<file path="config.mk">
export PLATFORM = sky130hd
export DESIGN_NAME = led_matrix_framebuffer_serializer_flat
export DESIGN_NICKNAME = d
export VERILOG_FILES = /design/src/lfbs_pkg.sv /design/src/lfbs_in_if.sv /design/src/lfbs_out_if.sv /design/src/lfbs_store.sv /design/src/led_matrix_framebuffer_serializer.sv /design/src/flat_wrapper.sv
export SDC_FILE = /design/constraint.sdc
export NUM_CORES = 1
export LEC_CHECK = 0
export BUFFER_PORTS_ARGS = -buffer_cell sky130_fd_sc_hd__buf_2
export CAP_MARGIN = 10
export CELL_PAD_IN_SITES_DETAIL_PLACEMENT = 1
export CELL_PAD_IN_SITES_GLOBAL_PLACEMENT = 1
export CORE_MARGIN = 3
export CORE_UTILIZATION = 55
export CTS_CLUSTER_SIZE = 24
export DETAILED_ROUTE_END_ITERATION = 8
export PLACE_DENSITY_LB_ADDON = 0.1
export SLEW_MARGIN = 15
export SYNTH_ARGS = -nofsm -noshare
export SYNTH_HDL_FRONTEND = slang
export SYNTH_SLANG_ARGS = --single-unit
</file>
<file path="constraint.sdc">
create_clock -name i_clk -period 4.2 [get_ports i_clk]
set_input_delay 0.84 -clock i_clk [delete_from_list [all_inputs] [get_ports i_clk]]
set_output_delay 0.84 -clock i_clk [all_outputs]
set_load 0.01 [all_outputs]
</file>
<file path="src/lfbs_pkg.sv">
// ----------------------------------------------------------------------------
// lfbs_pkg
// Shared codes, state type and word formatting for the LED framebuffer
// serializer.
// ----------------------------------------------------------------------------
package lfbs_pkg;

    localparam int unsigned PANEL_COLS_USED = 12;

    localparam logic [2:0] ACT_SET        = 3'd0;
    localparam logic [2:0] ACT_GET        = 3'd1;
    localparam logic [2:0] ACT_FILL       = 3'd2;
    localparam logic [2:0] ACT_FLUSH      = 3'd3;
    localparam logic [2:0] ACT_BRIGHTNESS = 3'd4;

    localparam logic [1:0] KIND_ACK   = 2'd0;
    localparam logic [1:0] KIND_PIXEL = 2'd1;
    localparam logic [1:0] KIND_LINK  = 2'd2;

    localparam logic [15:0] WRITE_HEADER   = 16'h2800;
    localparam logic [15:0] COMMAND_HEADER = 16'h0400;
    localparam logic [15:0] PWM_COMMAND    = 16'h00A0;
    localparam logic [7:0]  MAX_LEVEL      = 8'd15;

    typedef enum logic [1:0] {
        ST_IDLE,
        ST_EXEC,
        ST_FLUSH
    } t_state;

    // control group from the sequencer to the pixel store
    typedef struct packed {
        logic rd_en;
        logic wr_en;
        logic fill_en;
        logic fill_value;
    } t_store_ctrl;

    function automatic logic [15:0] write_word(input logic [6:0] addr,
                                               input logic [3:0] nibble);
        logic [15:0] w;
        w = WRITE_HEADER | {5'd0, addr, 4'd0} | {12'd0, nibble};
        return w << 2;
    endfunction

    function automatic logic [15:0] brightness_word(input logic [7:0] level);
        logic [3:0]  lvl;
        logic [15:0] w;
        lvl = (level > MAX_LEVEL) ? MAX_LEVEL[3:0] : level[3:0];
        w = COMMAND_HEADER | PWM_COMMAND | {12'd0, lvl};
        return w << 5;
    endfunction

endpackage

</file>
<file path="src/lfbs_in_if.sv">
// ----------------------------------------------------------------------------
// lfbs_in_if
// Request channel: valid/ready plus one framebuffer command.
// ----------------------------------------------------------------------------
interface lfbs_in_if;
    logic       valid;
    logic       ready;
    logic [2:0] action;
    logic [7:0] pos_x;
    logic [7:0] pos_y;
    logic       pixel_on;
    logic [7:0] brightness_level;

    modport source (output valid, action, pos_x, pos_y, pixel_on, brightness_level,
                    input ready);
    modport sink   (input valid, action, pos_x, pos_y, pixel_on, brightness_level,
                    output ready);
endinterface

</file>
<file path="src/lfbs_out_if.sv">
// ----------------------------------------------------------------------------
// lfbs_out_if
// Result channel: valid/ready plus one result transaction.
// ----------------------------------------------------------------------------
interface lfbs_out_if;
    logic        valid;
    logic        ready;
    logic [1:0]  result_kind;
    logic        pixel_value;
    logic [15:0] link_word;
    logic        last;

    modport source (output valid, result_kind, pixel_value, link_word, last,
                    input ready);
    modport sink   (input valid, result_kind, pixel_value, link_word, last,
                    output ready);
endinterface

</file>
<file path="src/lfbs_store.sv">
// ----------------------------------------------------------------------------
// lfbs_store
// Framebuffer byte memory, registered read. Per-entry valid bits
// plus a fill byte let reset and fill take effect without a clearing pass.
// ----------------------------------------------------------------------------
module lfbs_store #(
    parameter int unsigned DEPTH = 24,
    parameter int unsigned AW    = 5
) (
    input  logic                 i_clk,
    input  logic                 i_rst_n,
    input  lfbs_pkg::t_store_ctrl i_ctrl,
    input  logic [AW-1:0]        i_rd_addr,
    input  logic [AW-1:0]        i_wr_addr,
    input  logic [7:0]           i_wr_data,
    output logic [7:0]           o_rd_data
);
    import lfbs_pkg::*;

    logic [7:0]       r_mem [DEPTH];
    logic [DEPTH-1:0] r_valid;
    logic             r_fill;
    logic [7:0]       r_rd_data;
    logic             r_rd_valid;

    always_ff @(posedge i_clk) begin
        if (i_ctrl.wr_en) begin
            r_mem[i_wr_addr] <= i_wr_data;
        end
        if (i_ctrl.rd_en) begin
            r_rd_data <= r_mem[i_rd_addr];
        end
    end

    always_ff @(posedge i_clk) begin
        if (!i_rst_n) begin
            r_valid    <= '0;
            r_fill     <= 1'b0;
            r_rd_valid <= 1'b0;
        end else begin
            if (i_ctrl.fill_en) begin
                r_valid <= '0;
                r_fill  <= i_ctrl.fill_value;
            end else if (i_ctrl.wr_en) begin
                r_valid[i_wr_addr] <= 1'b1;
            end
            if (i_ctrl.rd_en) begin
                r_rd_valid <= r_valid[i_rd_addr];
            end
        end
    end

    // unwritten entries read as the last fill value (zero after reset)
    assign o_rd_data = r_rd_valid ? r_rd_data : {8{r_fill}};

endmodule

</file>
<file path="src/led_matrix_framebuffer_serializer.sv">
// ----------------------------------------------------------------------------
// led_matrix_framebuffer_serializer
// One-bit LED framebuffer with pixel access and controller word serializer.
// ----------------------------------------------------------------------------
// Usage:
//   i_in carries one command per transaction (set, get, fill, flush,
//   brightness); o_out returns the results, the final one of each command
//   flagged by last.
//   Set, get, fill, brightness and unused codes: one result, loaded into the
//   output register from the execute state once that register is free; the
//   registered read of the byte memory is followed by its write-back there,
//   and no new command is taken before the sequencer is idle again.
//   Flush: 4*PANEL_ROWS link words, one per cycle while the receiver takes
//   them; the next byte is read while the current word is loaded.
//   A new command is accepted once the sequencer is idle, even while the
//   last result still sits in the output register.
//   Reset: synchronous; the framebuffer reads as all zeros right after,
//   with no clearing pass. Fill likewise needs no clearing pass.
//   Receiver stall: the output register holds its transaction and the
//   sequencer waits with it; nothing is dropped.
// ----------------------------------------------------------------------------
module led_matrix_framebuffer_serializer #(
    parameter int unsigned PANEL_ROWS = 12
) (
    input  logic      i_clk,
    input  logic      i_rst_n,
    lfbs_in_if.sink   i_in,
    lfbs_out_if.source o_out
);
    import lfbs_pkg::*;

    localparam int unsigned DEPTH  = 2 * PANEL_ROWS;
    localparam int unsigned AW     = $clog2(DEPTH);
    localparam int unsigned NWORDS = 4 * PANEL_ROWS;
    localparam int unsigned WW     = $clog2(NWORDS);

    t_state          r_state, n_state;
    logic [2:0]      r_action;
    logic [AW-1:0]   r_addr;
    logic [2:0]      r_bitpos;
    logic            r_hit;
    logic            r_on;
    logic [7:0]      r_level;
    logic [WW-1:0]   r_widx, n_widx;

    logic            r_ovalid, n_ovalid;
    logic [1:0]      r_kind, n_kind;
    logic            r_pix, n_pix;
    logic [15:0]     r_word, n_word;
    logic            r_last, n_last;

    t_store_ctrl     s_ctrl;
    logic [AW-1:0]   s_rd_addr;
    logic [7:0]      s_wr_data;
    logic [7:0]      s_rd_byte;
    logic            s_accept;
    logic            s_out_free;
    logic            s_hit_in;
    logic [AW-1:0]   s_addr_in;
    logic            s_last_word;
    logic [WW-1:0]   s_widx_inc;
    logic [3:0]      s_nibble;

    lfbs_store #(.DEPTH(DEPTH), .AW(AW)) u_store (
        .i_clk     (i_clk),
        .i_rst_n   (i_rst_n),
        .i_ctrl    (s_ctrl),
        .i_rd_addr (s_rd_addr),
        .i_wr_addr (r_addr),
        .i_wr_data (s_wr_data),
        .o_rd_data (s_rd_byte)
    );

    assign i_in.ready  = (r_state == ST_IDLE);
    assign s_accept    = i_in.valid && i_in.ready;
    assign s_out_free  = !r_ovalid || o_out.ready;
    assign s_hit_in    = (i_in.pos_x < 8'(PANEL_COLS_USED)) &&
                         (i_in.pos_y < 8'(PANEL_ROWS));
    // byte index = (y*16 + x) >> 3 = 2y + x[3]
    assign s_addr_in   = AW'({i_in.pos_y, i_in.pos_x[3]});
    assign s_last_word = (r_widx == WW'(NWORDS - 1));
    assign s_widx_inc  = r_widx + 1'b1;
    assign s_nibble    = r_widx[0] ? s_rd_byte[7:4] : s_rd_byte[3:0];

    // next state
    always_comb begin
        n_state = r_state;
        unique case (r_state)
            ST_IDLE: begin
                if (s_accept) begin
                    n_state = (i_in.action == ACT_FLUSH) ? ST_FLUSH : ST_EXEC;
                end
            end
            ST_EXEC: begin
                if (s_out_free) n_state = ST_IDLE;
            end
            ST_FLUSH: begin
                if (s_out_free && s_last_word) n_state = ST_IDLE;
            end
            default: n_state = ST_IDLE;
        endcase
    end

    // outputs, memory control and datapath
    always_comb begin
        s_ctrl     = '0;
        s_rd_addr  = s_addr_in;
        s_wr_data  = s_rd_byte;
        s_wr_data[r_bitpos] = r_on;
        n_widx     = r_widx;
        n_ovalid   = r_ovalid && !o_out.ready;
        n_kind     = r_kind;
        n_pix      = r_pix;
        n_word     = r_word;
        n_last     = r_last;
        unique case (r_state)
            ST_IDLE: begin
                if (s_accept) begin
                    s_ctrl.rd_en = 1'b1;
                    n_widx       = '0;
                    if (i_in.action == ACT_FLUSH) s_rd_addr = '0;
                end
            end
            ST_EXEC: begin
                if (s_out_free) begin
                    n_ovalid = 1'b1;
                    n_kind   = KIND_ACK;
                    n_pix    = 1'b0;
                    n_word   = '0;
                    n_last   = 1'b1;
                    case (r_action)
                        ACT_SET: s_ctrl.wr_en = r_hit;
                        ACT_GET: begin
                            n_kind = KIND_PIXEL;
                            n_pix  = r_hit && s_rd_byte[r_bitpos];
                        end
                        ACT_FILL: begin
                            s_ctrl.fill_en    = 1'b1;
                            s_ctrl.fill_value = r_on;
                        end
                        ACT_BRIGHTNESS: begin
                            n_kind = KIND_LINK;
                            n_word = brightness_word(r_level);
                        end
                        default: ;
                    endcase
                end
            end
            ST_FLUSH: begin
                if (s_out_free) begin
                    n_ovalid = 1'b1;
                    n_kind   = KIND_LINK;
                    n_pix    = 1'b0;
                    n_word   = write_word(7'(r_widx), s_nibble);
                    n_last   = s_last_word;
                    n_widx   = s_widx_inc;
                    // fetch the byte for the next word; harmless re-read mid-byte
                    s_ctrl.rd_en = !s_last_word;
                    s_rd_addr    = AW'(s_widx_inc[WW-1:1]);
                end
            end
            default: ;
        endcase
    end

    always_ff @(posedge i_clk) begin
        if (!i_rst_n) begin
            r_state  <= ST_IDLE;
            r_ovalid <= 1'b0;
        end else begin
            r_state  <= n_state;
            r_ovalid <= n_ovalid;
        end
    end

    always_ff @(posedge i_clk) begin
        if (s_accept) begin
            r_action <= i_in.action;
            r_addr   <= s_addr_in;
            r_bitpos <= i_in.pos_x[2:0] ^ 3'd3;
            r_hit    <= s_hit_in;
            r_on     <= i_in.pixel_on;
            r_level  <= i_in.brightness_level;
        end
        r_widx <= n_widx;
        r_kind <= n_kind;
        r_pix  <= n_pix;
        r_word <= n_word;
        r_last <= n_last;
    end

    assign o_out.valid       = r_ovalid;
    assign o_out.result_kind = r_kind;
    assign o_out.pixel_value = r_pix;
    assign o_out.link_word   = r_word;
    assign o_out.last        = r_last;

endmodule

</file>
<file path="src/flat_wrapper.sv">
// flat-port wrapper written by rule: the top's interface ports become plain ports
module led_matrix_framebuffer_serializer_flat import lfbs_pkg::*;
#(
    parameter int unsigned PANEL_ROWS = 12
)
  (i_clk, i_rst_n, i_in_valid, i_in_action, i_in_pos_x, i_in_pos_y, i_in_pixel_on, i_in_brightness_level, i_in_ready, o_out_valid, o_out_result_kind, o_out_pixel_value, o_out_link_word, o_out_last, o_out_ready);
  lfbs_in_if i_in_i ();
  lfbs_out_if o_out_i ();
  input  logic i_clk;
  input  logic i_rst_n;
  input wire logic [$bits(i_in_i.valid)-1:0] i_in_valid;
  input wire logic [$bits(i_in_i.action)-1:0] i_in_action;
  input wire logic [$bits(i_in_i.pos_x)-1:0] i_in_pos_x;
  input wire logic [$bits(i_in_i.pos_y)-1:0] i_in_pos_y;
  input wire logic [$bits(i_in_i.pixel_on)-1:0] i_in_pixel_on;
  input wire logic [$bits(i_in_i.brightness_level)-1:0] i_in_brightness_level;
  output wire logic [$bits(i_in_i.ready)-1:0] i_in_ready;
  output wire logic [$bits(o_out_i.valid)-1:0] o_out_valid;
  output wire logic [$bits(o_out_i.result_kind)-1:0] o_out_result_kind;
  output wire logic [$bits(o_out_i.pixel_value)-1:0] o_out_pixel_value;
  output wire logic [$bits(o_out_i.link_word)-1:0] o_out_link_word;
  output wire logic [$bits(o_out_i.last)-1:0] o_out_last;
  input wire logic [$bits(o_out_i.ready)-1:0] o_out_ready;
  assign i_in_i.valid = i_in_valid;
  assign i_in_i.action = i_in_action;
  assign i_in_i.pos_x = i_in_pos_x;
  assign i_in_i.pos_y = i_in_pos_y;
  assign i_in_i.pixel_on = i_in_pixel_on;
  assign i_in_i.brightness_level = i_in_brightness_level;
  assign i_in_ready = i_in_i.ready;
  assign o_out_valid = o_out_i.valid;
  assign o_out_result_kind = o_out_i.result_kind;
  assign o_out_pixel_value = o_out_i.pixel_value;
  assign o_out_link_word = o_out_i.link_word;
  assign o_out_last = o_out_i.last;
  assign o_out_i.ready = o_out_ready;
  led_matrix_framebuffer_serializer #(.PANEL_ROWS(PANEL_ROWS)) u_core (.i_clk(i_clk), .i_rst_n(i_rst_n), .i_in(i_in_i), .o_out(o_out_i));
endmodule
</file>
# [Word level (Yosys, flattened, before mapping)]
# Memories as Yosys holds them, arrays and structs flattened. A register that Yosys moved wholly into a read port is not among the register bits.
# Cells that the tools add are included.
[totals] register_bits=76 ram_bits=192 inputBits=32 wordCells=111 mem_count=1
[memory_table] name="u_core.u_store.r_mem" words=24 word_bits=8 rd=1 rd_ports_with_merged_regs=1 write_ports=1 line_no="lfbs_store.sv:20" text="logic [7:0] r_mem [DEPTH];"
[op_classes] n_addsub=1 n_lt_le_gt_ge=8 n_eq_ne=11 n_mux=50 bitwise=4 n_reduce_logical=20
[op_table] cell="$mux 16" n=3
[op_table] cell="$pmux 16 s2" n=1
[op_table] cell="$or 24x24->24" n=1
[op_table] cell="$lt 8x4->1 const B" n=2
[op_table] cell="$mux 1" n=16
[op_table] cell="$mux 5" n=3
[op_table] cell="$mux 2" n=7
[op_table] cell="$or 14x4->14" n=1
[op_table] cell="$lt 5x6->1 const B" n=2
[op_table] cell="$mux 6" n=2
[op_table] cell="$pmux 6 s2" n=1
[op_table] cell="$pmux 5 s2" n=1
[op_table] cell="$reduce_and 3->1" n=3
[op_table] cell="$bwmux 8" n=1
[op_table] cell="$gt 8x4->1 const B" n=1
[op_table] cell="$mux 4" n=2
[op_table] cell="$mux 8" n=1
[op_table] cell="$pmux 2 s2" n=2
[op_table] cell="$logic_and 1x1->1" n=7
[op_table] cell="$add 6x1->6 const B" n=1
[op_table] cell="$eq 3x2->1 const B" n=2
[op_table] cell="$eq 6x6->1 const B" n=1
[op_table] cell="$mux 3" n=2
[op_table] cell="$ne 2x1->1 const B" n=3
[op_table] cell="22 further kinds" n=28

# [Longest topological paths before layout]
[depth] word_depth=7 ltp_mapped=13

# [Cells and area by module]
# From an unflattened synthesis, not the netlist that was laid out.
[unflattened] hier_cells=657 hier_area_um2=11121.9
[modules_own_cells] mod="lfbs_store" instances=1 cells_each=474 area_per_inst_um2=8833.5 seq_area_each_um2=6526.3
[modules_own_cells] mod="led_matrix_framebuffer_serializer" instances=1 cells_each=183 area_per_inst_um2=2288.4 seq_area_each_um2=1351.3

# [Least setup slack after synthesis]
# No wires, ideal clock.
[synth_path] kind="in2reg" from="in o_out_ready" to="reg u_core.u_store.r_rd_data[5] (read register of u_core.u_store.r_mem) (data pin)" setup_ps=275 arrival_time_ps=2538 required_ps=3925 setup_slack_ps=1387 path_stages=10 n_path_buf=3 cell_sequence="nor2b_1 -> buf_6 -> mux2_4 -> a21o_1 -> buf_6 -> buf_6 -> a211oi_2 -> a311oi_1 -> a2111oi_1 -> a211oi_1"
[synth_between] elab_chain_len=3
[synth_lines] element="start, declared" line_no="flat_wrapper.sv:23" text="input wire logic [$bits(o_out_i.ready)-1:0] o_out_ready;"
[synth_lines] element="$logic_or 1x1->1 (*)" line_no="led_matrix_framebuffer_serializer.sv:76" text="assign s_out_free = !r_ovalid || o_out.ready;"
[synth_lines] element="$mux 5 or $mux 1 (tied branches)" line_no="led_matrix_framebuffer_serializer.sv:150" text="if (s_out_free) begin"
[synth_lines] element="$pmux 5 s2 or $pmux 1 s2 (tied branches)" line_no="led_matrix_framebuffer_serializer.sv:116" text="unique case (r_state)"
[synth_lines] element="end, declared" line_no="lfbs_store.sv:23" text="logic [7:0] r_rd_data;"
# Mark *: on every way between the ends. The rest lies on a longest branch, timed or not.
# A chain may end at the register's enable or synchronous reset.

# [Final worst setup path]
[layout_path] from="reg u_core.r_state[0]" to="reg u_core.u_store.r_rd_data[7] (read register of u_core.u_store.r_mem) (data pin)"
[layout_between] elab_chain_len=4
[layout_lines] element="start, declared" line_no="led_matrix_framebuffer_serializer.sv:37" text="t_state r_state, n_state;"
[layout_lines] element="start signal, assigned" line_no="led_matrix_framebuffer_serializer.sv:171" text="r_state <= n_state;"
[layout_lines] element="$logic_not 2->1" line_no="led_matrix_framebuffer_serializer.sv:74, led_matrix_framebuffer_serializer.sv:116"
[layout_lines] element="$logic_and 1x1->1" line_no="led_matrix_framebuffer_serializer.sv:75" text="assign s_accept = i_in.valid && i_in.ready;"
[layout_lines] element="$mux 5 or $mux 1 (tied branches)" line_no="led_matrix_framebuffer_serializer.sv:118" text="if (s_accept) begin"
[layout_lines] element="$pmux 5 s2 or $pmux 1 s2 (tied branches)" line_no="led_matrix_framebuffer_serializer.sv:116"
# Parallel ways exist; a longest one is shown, timed or not.

==> results by group <==
STA
  • Actual slew at the worst max-slew pin: 1090 ps
  • Hold_ws: 464 ps
  • Fin crit period: 3690 ps
  • Number of hold violations in the final report: 0
  • Endpoints failing setup: 0
  • Count of final max-slew check failures: 0
  • Post-route setup TNS: 0 ps
  • Upper clock frequency limit: 271 MHz
  • Final worst setup slack: 511 ps
  • Worst-case headroom to the max-slew limit: 27.4%
  • Share of the clock period used by the worst path: 87.8%
  • Setup repair after global routing missed its margin: no
  • Setup clock skew after layout: 7.68 ps

Global route
  • GRT Util Overall: 28.0%
  • Via count of the first global-routing pass: 7907
  • Maximum number of pins on one net before global-route repair: 52
  • Congestion Overflow GR: 0
  • Number of antenna violations at the first check in global routing: 0
  • First-pass GRT wire length: 47600 µm

Synthesis
  • Sequential element share of the synthesized area: 68.7%
  • Area share of the leading cell type in the synthesized netlist: 63.6%
  • Synthesized instance count: 830
  • FFs w/ async S/R, synth: 0%
  • Cells taking the most area after synthesis: sky130_fd_sc_hd__edfxtp_1 64%, sky130_fd_sc_hd__mux2i_1 7.3%, sky130_fd_sc_hd__dfxtp_1 5.1%
  • Commonest cells in the netlist: 243 x sky130_fd_sc_hd__edfxtp_1, 123 x sky130_fd_sc_hd__nand2_1, 84 x sky130_fd_sc_hd__mux2i_1
  • Number of warning messages in the yosys log: 0
  • Primary FF master, synth: sky130_fd_sc_hd__edfxtp_1
  • Library cells used by synthesis: 60
  • Mean post-synth cell area: 13.8 µm²
  • Combined area of all synthesized cells: 11500 µm²
  • Post-synthesis sequential element count: 272
  • Synth area leader: sky130_fd_sc_hd__edfxtp_1
  • EDFF count, synth: 243
  • Most frequent cell after synthesis: sky130_fd_sc_hd__edfxtp_1

Placement
  • Weighted congestion at the end of routability-driven global placement: 0.847
  • Place WS: 317 ps
  • Port bufs: 50
  • HPWL after detailed placement: 20400 µm
  • Cell Count Post-Placement: 1132

Critical path
  • Crit Path Class: register to register
  • Start point of the critical path: u_core.r_state[0]
  • Critical-path maximum fanout: 15
  • Crit-path leading delay family: compound AO/OA/AOI/OAI gates
  • Crit. End Element: register
  • Buffer and inverter count on the worst path: 2
  • Ordered list of cells on the worst path: inv_1 > ha_1 > nor2b_2 > a21oi_1 > a21oi_2 > buf_4 > nand3_1 > a311oi_1 > o22ai_1
  • Library cell contributing the largest single delay on the critical path: sky130_fd_sc_hd__a311oi_1
  • Worst EP arrival: 3950 ps
  • Reg2Reg Launch Point: u_core.r_state[0]
  • Slowest cell delay on critical path: 840 ps
  • Nature of the critical path startpoint: register
  • Critical path data required time: 4460 ps

Worst hold path
  • Worst Min Path Start: u_core.u_store.r_valid[7]
  • Worst min-delay path class: register to register

Clock tree
  • Clock slew seen by the registers of the worst setup and hold paths: 70 ps
  • H-tree lvl count: 1
  • Sink Count: 272
  • Root Driver: sky130_fd_sc_hd__clkbuf_16
  • Post-cts resize count: 0
  • Clock insertion delay at the later pin of the skew report: 550 ps
  • Clock tree from TritonCTS: yes
  • Deepest clock path buffer count: 3
  • Hold buffers post-CTS: 0
  • Number of buffers created by CTS: 28
  • Post-CTS Setup Bufs: 0

Final layout
  • Diodes inserted: 0
  • Layout Cells excl Fill: 1184
  • Layout overhead on the synthesized area: 14.2%
  • Area occupied by registers: 7880 µm²
  • Share of cells above drive strength 1: 16.2%
  • Total area of multi-input combinational cells: 3270 µm²
  • Final #Nets: 928
  • Fill cells: 1925

Routing
  • Count of TritonRoute iterations in the first routing pass: 7
  • Number of remaining DRC errors: 0
  • Vias per inst: 6.25
  • Vias after detailed routing: 7402
  • Post-Route WL: 31400 µm
  • First DRT Iteration DRCs: 675
  • Antenna violation net count after detailed routing: 0
  • Average wire length per cell after detail routing: 26.5 µm

Floorplan
  • Initial standard-cell utilization of the core: 56.3%
  • Vertical die dimension: 150 µm
  • Core Rows: 52
  • Full die area: 22600 µm²
  • Width of the die: 150 µm
  • Ports: 54
  • Area inside the core boundary: 20400 µm²

Job
  • Max-cap viol count: 0

Power
  • Pwr per Cell Area: 497 nW/µm²
  • Peak VDD IR: 0.000422 V
  • Final total power: 6.51 mW
  • Pleak: 4.79 nW

Run status
  • Run status: finished, final reports clean
==> final cells by class <==
class                      instances  share of cell area [%]
multi-input combinational        486                    25.0
inverter                          18                   0.516
sequential                       272                    60.1
clock inverter                    13                    1.39
tap                              270                    2.58
clock buffer                      39                    6.37
timing repair buffer              86                    4.07
==> final timing paths <==
kind	endpoint	slack, ps	cells past startpoint
worst min-delay path	u_core.u_store.r_valid[7]	460	1
worst max register to register	u_core.u_store.r_rd_data[7]	510	9
worst min register to register	u_core.u_store.r_valid[7]	460	1
worst max-delay path	u_core.u_store.r_rd_data[7]	510	9
==> logic make-up after synthesis <==
group | share of synthesized area, %
AOI/OAI and AO/OA | 9.37
buffers and inverters | 3.14
DFF | 68.7
xor gates and xnor gates | 0.305
and+or+nand+nor | 10.1
other | 0.0327
muxes | 7.95
adders and majority gates | 0.436
==> registers in the layout (all words and copies together) (netlist names), 2 cells and up <==
register,cells
u_core.o_out.result_kind,2
u_core.r_widx,6
u_core.r_level,8
u_core.r_bitpos,3
u_core.u_store.r_rd_data,8
u_core.r_state,2
u_core.r_action,3
u_core.r_addr,5
u_core.u_store.r_valid,24
u_core.o_out.link_word,12
u_core.u_store.r_mem,192
==> layer usage <==
metal / global-route usage, % / vias up / wire length (µm)
met5: 0 / - / 0
met4: 9.61 / 0 / 1040
met3: 5.75 / 62 / 2430
met2: 47.2 / 330 / 15400
met1: 36.4 / 3743 / 12500
li1: - / 3267 / -
==> placed cells by master, fill, tap and decap left out, types with 8 or more instances in the layout <==
master                        n
sky130_fd_sc_hd__buf_4       35
sky130_fd_sc_hd__edfxtp_1   243
sky130_fd_sc_hd__nand3_1     28
sky130_fd_sc_hd__and2_1       8
sky130_fd_sc_hd__clkbuf_16   30
sky130_fd_sc_hd__dfxtp_1     29
sky130_fd_sc_hd__a211oi_1    26
sky130_fd_sc_hd__nand2b_1     8
sky130_fd_sc_hd__buf_2       50
sky130_fd_sc_hd__o21a_1      28
sky130_fd_sc_hd__nand2_1    123
sky130_fd_sc_hd__o21ai_0      8
sky130_fd_sc_hd__mux2i_1     84
sky130_fd_sc_hd__a311oi_1    20
sky130_fd_sc_hd__nand4_1     16
sky130_fd_sc_hd__a21oi_1      9
sky130_fd_sc_hd__inv_1       18
sky130_fd_sc_hd__nor2_1      32
==> stage by stage <==
stage	util, %	instance area, µm²
floorplan	-	11500
global placement	59.3	12100
detailed placement	59.3	12100
CTS	64.3	13100
global route	64.3	13100
finish	64.3	13100
==> where the power goes <==
part | switching [mW] | internal (mW) | leakage, nW
logic | 0.479 | 0.210 | 1.82
registers | 0.0591 | 3.07 | 2.48
clock network | 1.05 | 1.64 | 0.491
No activity file was read; power rests on OpenSTA's default activity.
